===== src/sv/aokv_pkg.sv =====
// Shared sizes for the append-only key/value table.
// Used by append_only_key_value_table_top; no dependencies.
`timescale 1ns / 1ps

package aokv_pkg;

  // Table geometry
  localparam int ENTRIES     = 16;
  localparam int KEY_WIDTH   = 32;
  localparam int VALUE_WIDTH = 32;

  // Port widths of the key, value and read_value fields
  localparam int PORT_WIDTH  = 32;

  // Stored widths: only the low bits of a port word are kept
  localparam int KEY_BITS    = (KEY_WIDTH < PORT_WIDTH) ? KEY_WIDTH : PORT_WIDTH;
  localparam int VALUE_BITS  = (VALUE_WIDTH < PORT_WIDTH) ? VALUE_WIDTH : PORT_WIDTH;
  localparam int ENTRY_BITS  = KEY_BITS + VALUE_BITS;

  // Entry index and fill count widths
  localparam int IDX_W       = (ENTRIES > 1) ? $clog2(ENTRIES) : 1;
  localparam int CNT_W       = $clog2(ENTRIES + 1);

  typedef logic [IDX_W-1:0]      idx_t;
  typedef logic [CNT_W-1:0]      cnt_t;
  typedef logic [KEY_BITS-1:0]   key_t;
  typedef logic [VALUE_BITS-1:0] val_t;
  typedef logic [ENTRY_BITS-1:0] entry_t;

  // Action codes
  localparam logic ACT_SET = 1'b0;
  localparam logic ACT_GET = 1'b1;

endpackage


===== src/sv/aokv_ram.sv =====
// Generic single-port-write, single-port-read RAM with a registered read.
// Depends on nothing; instanced by append_only_key_value_table_top.
`timescale 1ns / 1ps

module aokv_ram #(
  parameter int WIDTH = 8,
  parameter int DEPTH = 16
) (
  input  logic                                      clk,
  input  logic                                      wr_en,
  input  logic [((DEPTH > 1) ? $clog2(DEPTH) : 1)-1:0] wr_addr,
  input  logic [WIDTH-1:0]                          wr_data,
  input  logic [((DEPTH > 1) ? $clog2(DEPTH) : 1)-1:0] rd_addr,
  output logic [WIDTH-1:0]                          rd_data
);

  logic [WIDTH-1:0] mem [DEPTH];

  // Write one word and read one word; the read data is registered
  always_ff @(posedge clk) begin
    if (wr_en) begin
      mem[wr_addr] <= wr_data;
    end
    rd_data <= mem[rd_addr];
  end

endmodule


===== src/sv/append_only_key_value_table_top.sv =====
// Top level of the append-only key/value table.
// Depends on aokv_pkg and aokv_ram.
`timescale 1ns / 1ps

// A table of up to ENTRIES key/value pairs, filled in order, held in one
// synchronous RAM (key and value side by side in each word) with a fill
// count in a register. Each input word is either a set (update the value
// of an existing key, else append the pair) or a get (return the stored
// value with a hit flag); exactly one result word follows each input word.
// The search reads one stored entry per cycle from the single RAM read
// port and stops at the first equal key or at the last filled entry; an
// empty table skips the search. One item is worked on at a time; the
// next word is taken while the previous result still waits in the output
// register. A set with a new key on a full table stores nothing and
// returns full_error. No clearing pass is needed after reset: only
// entries below the fill count are ever compared.
module append_only_key_value_table_top (
  input  logic                             clk,
  input  logic                             rst,
  input  logic                             in_valid,
  output logic                             in_stall,
  input  logic                             action,
  input  logic [aokv_pkg::PORT_WIDTH-1:0]  key,
  input  logic [aokv_pkg::PORT_WIDTH-1:0]  value,
  output logic                             out_valid,
  input  logic                             out_stall,
  output logic                             hit,
  output logic [aokv_pkg::PORT_WIDTH-1:0]  read_value,
  output logic                             full_error
);

  import aokv_pkg::*;

  localparam logic [1:0] S_IDLE   = 2'd0;
  localparam logic [1:0] S_SCAN   = 2'd1;
  localparam logic [1:0] S_FINISH = 2'd2;

  logic [1:0] state;
  cnt_t       fill_count;
  idx_t       scan_idx;
  idx_t       hit_idx;
  logic       found;
  val_t       found_val;
  logic       cur_action;
  key_t       cur_key;
  val_t       cur_value;

  logic       in_take;
  logic       out_free;
  logic       table_full;
  logic       entry_match;
  logic       scan_last;
  logic       finish_go;
  logic       do_append;
  logic       ram_wr_en;
  idx_t       ram_wr_addr;
  idx_t       ram_rd_addr;
  entry_t     ram_rd_data;

  assign in_stall    = (state != S_IDLE);
  assign in_take     = in_valid && !in_stall;
  assign out_free    = !out_valid || !out_stall;
  assign table_full  = (fill_count == CNT_W'(ENTRIES));
  assign entry_match = (ram_rd_data[ENTRY_BITS-1:VALUE_BITS] == cur_key);
  assign scan_last   = ((CNT_W'(scan_idx) + CNT_W'(1)) == fill_count);
  assign finish_go   = (state == S_FINISH) && out_free;
  assign do_append   = (cur_action == ACT_SET) && !found && !table_full;

  // Present entry 0 on accept, then the entry after the one being compared
  assign ram_rd_addr = (state == S_SCAN) ? scan_idx + IDX_W'(1) : '0;

  // Write back on a set: in place on a hit, at the fill count on an append
  assign ram_wr_en   = finish_go && (cur_action == ACT_SET) && (found || !table_full);
  assign ram_wr_addr = found ? hit_idx : fill_count[IDX_W-1:0];

  aokv_ram #(
    .WIDTH (ENTRY_BITS),
    .DEPTH (ENTRIES)
  ) u_table_ram (
    .clk     (clk),
    .wr_en   (ram_wr_en),
    .wr_addr (ram_wr_addr),
    .wr_data ({cur_key, cur_value}),
    .rd_addr (ram_rd_addr),
    .rd_data (ram_rd_data)
  );

  // Sequence accept, scan and finish
  always_ff @(posedge clk) begin
    if (rst) begin
      state      <= S_IDLE;
      fill_count <= '0;
    end else begin
      case (state)
        S_IDLE: begin
          if (in_take) begin
            state <= (fill_count == '0) ? S_FINISH : S_SCAN;
          end
        end
        S_SCAN: begin
          if (entry_match || scan_last) begin
            state <= S_FINISH;
          end
        end
        S_FINISH: begin
          if (out_free) begin
            state <= S_IDLE;
            if (do_append) begin
              fill_count <= fill_count + CNT_W'(1);
            end
          end
        end
        default: begin
          state <= S_IDLE;
        end
      endcase
    end
  end

  // Latch the word and track the search
  always_ff @(posedge clk) begin
    if (in_take) begin
      cur_action <= action;
      cur_key    <= key[KEY_BITS-1:0];
      cur_value  <= value[VALUE_BITS-1:0];
      scan_idx   <= '0;
      found      <= 1'b0;
    end else if (state == S_SCAN) begin
      if (entry_match) begin
        found     <= 1'b1;
        hit_idx   <= scan_idx;
        found_val <= ram_rd_data[VALUE_BITS-1:0];
      end else begin
        scan_idx  <= scan_idx + IDX_W'(1);
      end
    end
  end

  // Hold the result until taken
  always_ff @(posedge clk) begin
    if (rst) begin
      out_valid <= 1'b0;
    end else if (finish_go) begin
      out_valid <= 1'b1;
    end else if (!out_stall) begin
      out_valid <= 1'b0;
    end
  end

  always_ff @(posedge clk) begin
    if (finish_go) begin
      hit        <= found;
      read_value <= ((cur_action == ACT_GET) && found) ? PORT_WIDTH'(found_val) : '0;
      full_error <= (cur_action == ACT_SET) && !found && table_full;
    end
  end

endmodule

===== config.mk =====
export PLATFORM = sky130hd
export DESIGN_NAME = append_only_key_value_table_top
export DESIGN_NICKNAME = d
export VERILOG_FILES = /design/src/sv/aokv_pkg.sv /design/src/sv/aokv_ram.sv /design/src/sv/append_only_key_value_table_top.sv
export SDC_FILE = /design/constraint.sdc
export NUM_CORES = 1
export LEC_CHECK = 0
export BUFFER_PORTS_ARGS = -buffer_cell sky130_fd_sc_hd__buf_4
export CAP_MARGIN = 20
export CORE_MARGIN = 8
export CORE_UTILIZATION = 40
export CTS_CLUSTER_DIAMETER = 30
export DETAILED_ROUTE_END_ITERATION = 12
export GPL_ROUTABILITY_DRIVEN = 0
export PLACE_DENSITY = 0.57
export REMOVE_ABC_BUFFERS = 1
export SLEW_MARGIN = 20
export SYNTH_ARGS = -nofsm -noshare
export SYNTH_HDL_FRONTEND = slang
export SYNTH_SLANG_ARGS = --single-unit
export TNS_END_PERCENT = 30

===== constraint.sdc =====
create_clock -name clk -period 12.7 [get_ports clk]
set_input_delay 0.635 -clock clk [delete_from_list [all_inputs] [get_ports clk]]
set_output_delay 0.635 -clock clk [all_outputs]
set_load 0.03 [all_outputs]

==> key figures <==
Final layout
  – Final Cell Area: 57600 µm²
  – Post-route insts no fill: 4714
  – Nets: around 3000
  – Area Growth Syn to Fin: 24.4%
  – Storage cell area: 36300 µm²
  – # fillers: between 9000 and 10000
  – Share of cells above drive strength 1: 22.3%
  – Area of the multi-input gates: about 9300 µm²

Critical path
  – Crit-path max FO: between 40 and 50
  – WP data arrival: between 4000 and 5000 ps
  – Launch point of the worst reg-to-reg path: state[1]
  – Reg2reg setup slack: 8250 ps
  – Worst Path Class, Setup: reg -> reg
  – Crit. End Element: register
  – Worst reg2reg path depth: 7
  – CP required: 13080 ps
  – CP startpoint kind: register
  – Reg-to-reg endpoint: u_table_ram.mem[9][2]
  – CP Launch Point: state[1]

Clock tree
  – Root cell of the clock tree: clkbuf_16
  – CTS Buf Count: approximately 240
  – Clock tree from TritonCTS: done
  – Worst-Skew Late Latency: about 800 ps
  – Max Root-Sink Buffers: 3
  – H-tree depth: 4
  – Worst-path clk slew: 50 ps
  – PostCTS Resize Cnt: 0
  – Clock Sinks: about 1200

Global routing
  – GRT overflow: 0
  – GR peak layer: met2
  – Largest net degree at the start of global routing: about 170
  – M1 GR Usage: 23.9%
  – Initial antenna violation count: 3
  – Number of global-route vias before repair: 27131
  – M3 GR Usage: about 3.8%
  – Met2 Usage GRT: between 20 and 30%
  – GR Util All Layers: about 18%
  – First-pass GRT wire length: 171000 µm

Power and ir drop
  – Max VDD drop: approximately 0.13 mV
  – Pleak: between 15 and 20 nW
  – Total power: 11.2 mW
  – Power density over the cells: 194 nW/µm²

Logic synthesis
  – Mux contribution to synthesized area: between 3 and 4%
  – Largest family of logic cells by synthesized area: compound AO/OA/AOI/OAI gates
  – Async set-or-reset flop fraction in the synthesized netlist: 0%
  – Simple-gate share of the synthesized area: 5.67%
  – Synth cell types: between 40 and 50
  – Synthesized area per cell: between 15 and 20 µm²
  – Synthesized area: roughly 46000 µm²
  – Prevailing post-synth register cell: edfxtp_1
  – Post-synth top cells: 1159 x edfxtp_1, 270 x nand2_1, 134 x clkbuf_1
  – Xor/xnor cell area share of the yosys netlist: less than 1%
  – Cell count after synthesis: roughly 2700
  – Synth Area in Compound Gates: about 9.8%
  – Share of the synthesized area in the top cell type: between 70 and 80%
  – Post-synth EDFFs: approximately 1200
  – Yosys warns: 0
  – Seq/Total Area, Yosys: 78.5%
  – Adder-cell area share of the yosys netlist: less than 1%
  – Synth area leader: edfxtp_1
  – Register bit count reported by yosys: approximately 1200
  – Dominant cell by count in the synthesized netlist: edfxtp_1
  – Synth area leaders: edfxtp_1 75%, dfxtp_1 3.3%, mux4_2 3.1%

Routing
  – 1st-pass router iterations: 5
  – Vias: 26228
  – Per-cell routed wire length: approximately 24 µm
  – DR DRC count: 0
  – Routed vias/inst: between 5 and 6
  – Drt total wl: approximately 120000 µm
  – DR iter-0 viols: between 2000 and 2500
  – ANT nets after route: 0

Timing
  – RSZ-0062 raised after global routing: false
  – Final Hold Vio Count: 0
  – Relative slew slack: about 25%
  – Endpoints failing setup: 0
  – Worst-Margin Slew: ~1100 ps
  – Crit share post-route: between 30% and 40%
  – Clock skew: ~28 ps
  – Tmin final: roughly 4400 ps
  – Max Freq: ~220 MHz
  – Max Transition Viols Final: 0

Run
  – Max-cap violations: 0

Worst hold path
  – HP Class: in -> reg
  – Hold_sp: key[6]
  – Cell count of the worst hold path: 1
  – WHS Endpoint: cur_key[6]

Floorplanning
  – Starting Density: around two fifths
  – Die ar.: 127000 µm²
  – Placeable Area: around 120000 µm²
  – Die width: ~360 µm
  – Std cell rows: ~130
  – I/O pin count: around 110
  – Die height: between 300 and 400 µm

Placement
  – Post-DP Area: 48800 µm²
  – Hpwl dp: 55100 µm
  – PortBufs: roughly 100
  – # placed instances: 4205

Status
  – Run status: finished clean
-- per-layer routing --
metal | wire, µm | vias up | share of wire, %
li1 | - | 11553 | -
met1 | 50000 | 13551 | 43
met2 | 55500 | 937 | 48
met3 | 7730 | 187 | 6.7
met4 | 2240 | 0 | 1.9
met5 | 0 | - | 0
-- flip-flops by register name, summed over array words and instances (netlist names), 2 cells and up --
name / count
cur_key: 32
fill_count: 5
state: 2
scan_idx: 4
found_val: 32
read_value: 32
cur_value: 32
hit_idx: 4
u_table_ram.rd_data: 64
u_table_ram.mem: 1024
-- cell families after synthesis --
logic type	Yosys count
adders and majority gates	3
AOI/OAI and AO/OA	599
buffers and inverters	211
and+or+nand+nor	565
DFF	1236
muxes	69
xor gates and xnor gates	43
-- layout make-up --
cell class,instances,area share [%]
Sequential cell,1236,63.1
Multi-Input combinational cell,1279,16.1
Clock buffer,275,10.8
Clock inverter,177,3.55
Tap cell,1524,3.31
Timing Repair Buffer,211,3.07
Inverter,11,0.0803
Antenna cell,1,0.00434
-- cell usage in the layout (no fill, tap or decap), types with 9 or more instances in the layout --
cell,instances
edfxtp_1,1159
nand2_1,269
clkbuf_16,241
buf_4,153
nor2b_1,130
a211oi_1,129
o221ai_1,128
a311oi_1,128
o21ai_0,105
nor2_1,79
dfxtp_1,75
mux4_2,64
a31o_2,64
dlygate4sd3_1,55
xor2_1,38
clkinv_2,38
bufinv_16,33
and3_1,32
o21ai_1,29
clkinv_1,28
clkinvlp_4,27
clkbuf_1,26
inv_6,24
nor2_4,19
clkinv_4,13
inv_1,9
nor4_1,9
-- power by group --
part	internal (mW)	switching [mW]
Combinational	0.0870	0.155
Clock	4.20	2.10
Sequential	4.54	0.0808
-- worst max path at each step --
stage,slack (ps),cells after the start,endpoint
2_1_floorplan,-100,5,u_table_ram.rd_data[0]
3_3_place_gp,8260,8,u_table_ram.mem[11][54]
3_5_place_dp,8250,8,u_table_ram.mem[11][45]
4_1_cts,8270,7,u_table_ram.mem[9][48]
5_1_grt,8020,7,u_table_ram.mem[9][2]
6_report,8250,7,u_table_ram.mem[9][2]
-- worst max-delay path, stage by stage (launching register included) --
cell      delay (ps)
dfxtp_1          530
nand2b_1         210
a21oi_4          140
buf_4            470
nor3b_1          450
nand2_1          360
nor2_4           910
buf_4            890
-- metrics by stage --
| step | util, % | hold WS (ps) | TNS [ps] | setup WS [ps] |
|---|---|---|---|---|
| global route | 49.9 | 20.1 | 0 | 8020 |
| CTS | 49.8 | 0.546 | 0 | 8270 |
| finish | 49.9 | 51.4 | 0 | 8250 |
| global placement | 42.2 | 387 | 0 | 8260 |
| floorplan | - | 386 | -6120 | -100 |
| detailed placement | 42.2 | 390 | 0 | 8250 |
-- timing repair --
item,4_1_cts,5_1_grt
endpoints found under the hold margin,55,0
buffers inserted,0,0
setup endpoints to repair,0,0
hold buffers,55,0
No activity file was read; power rests on OpenSTA's default activity.
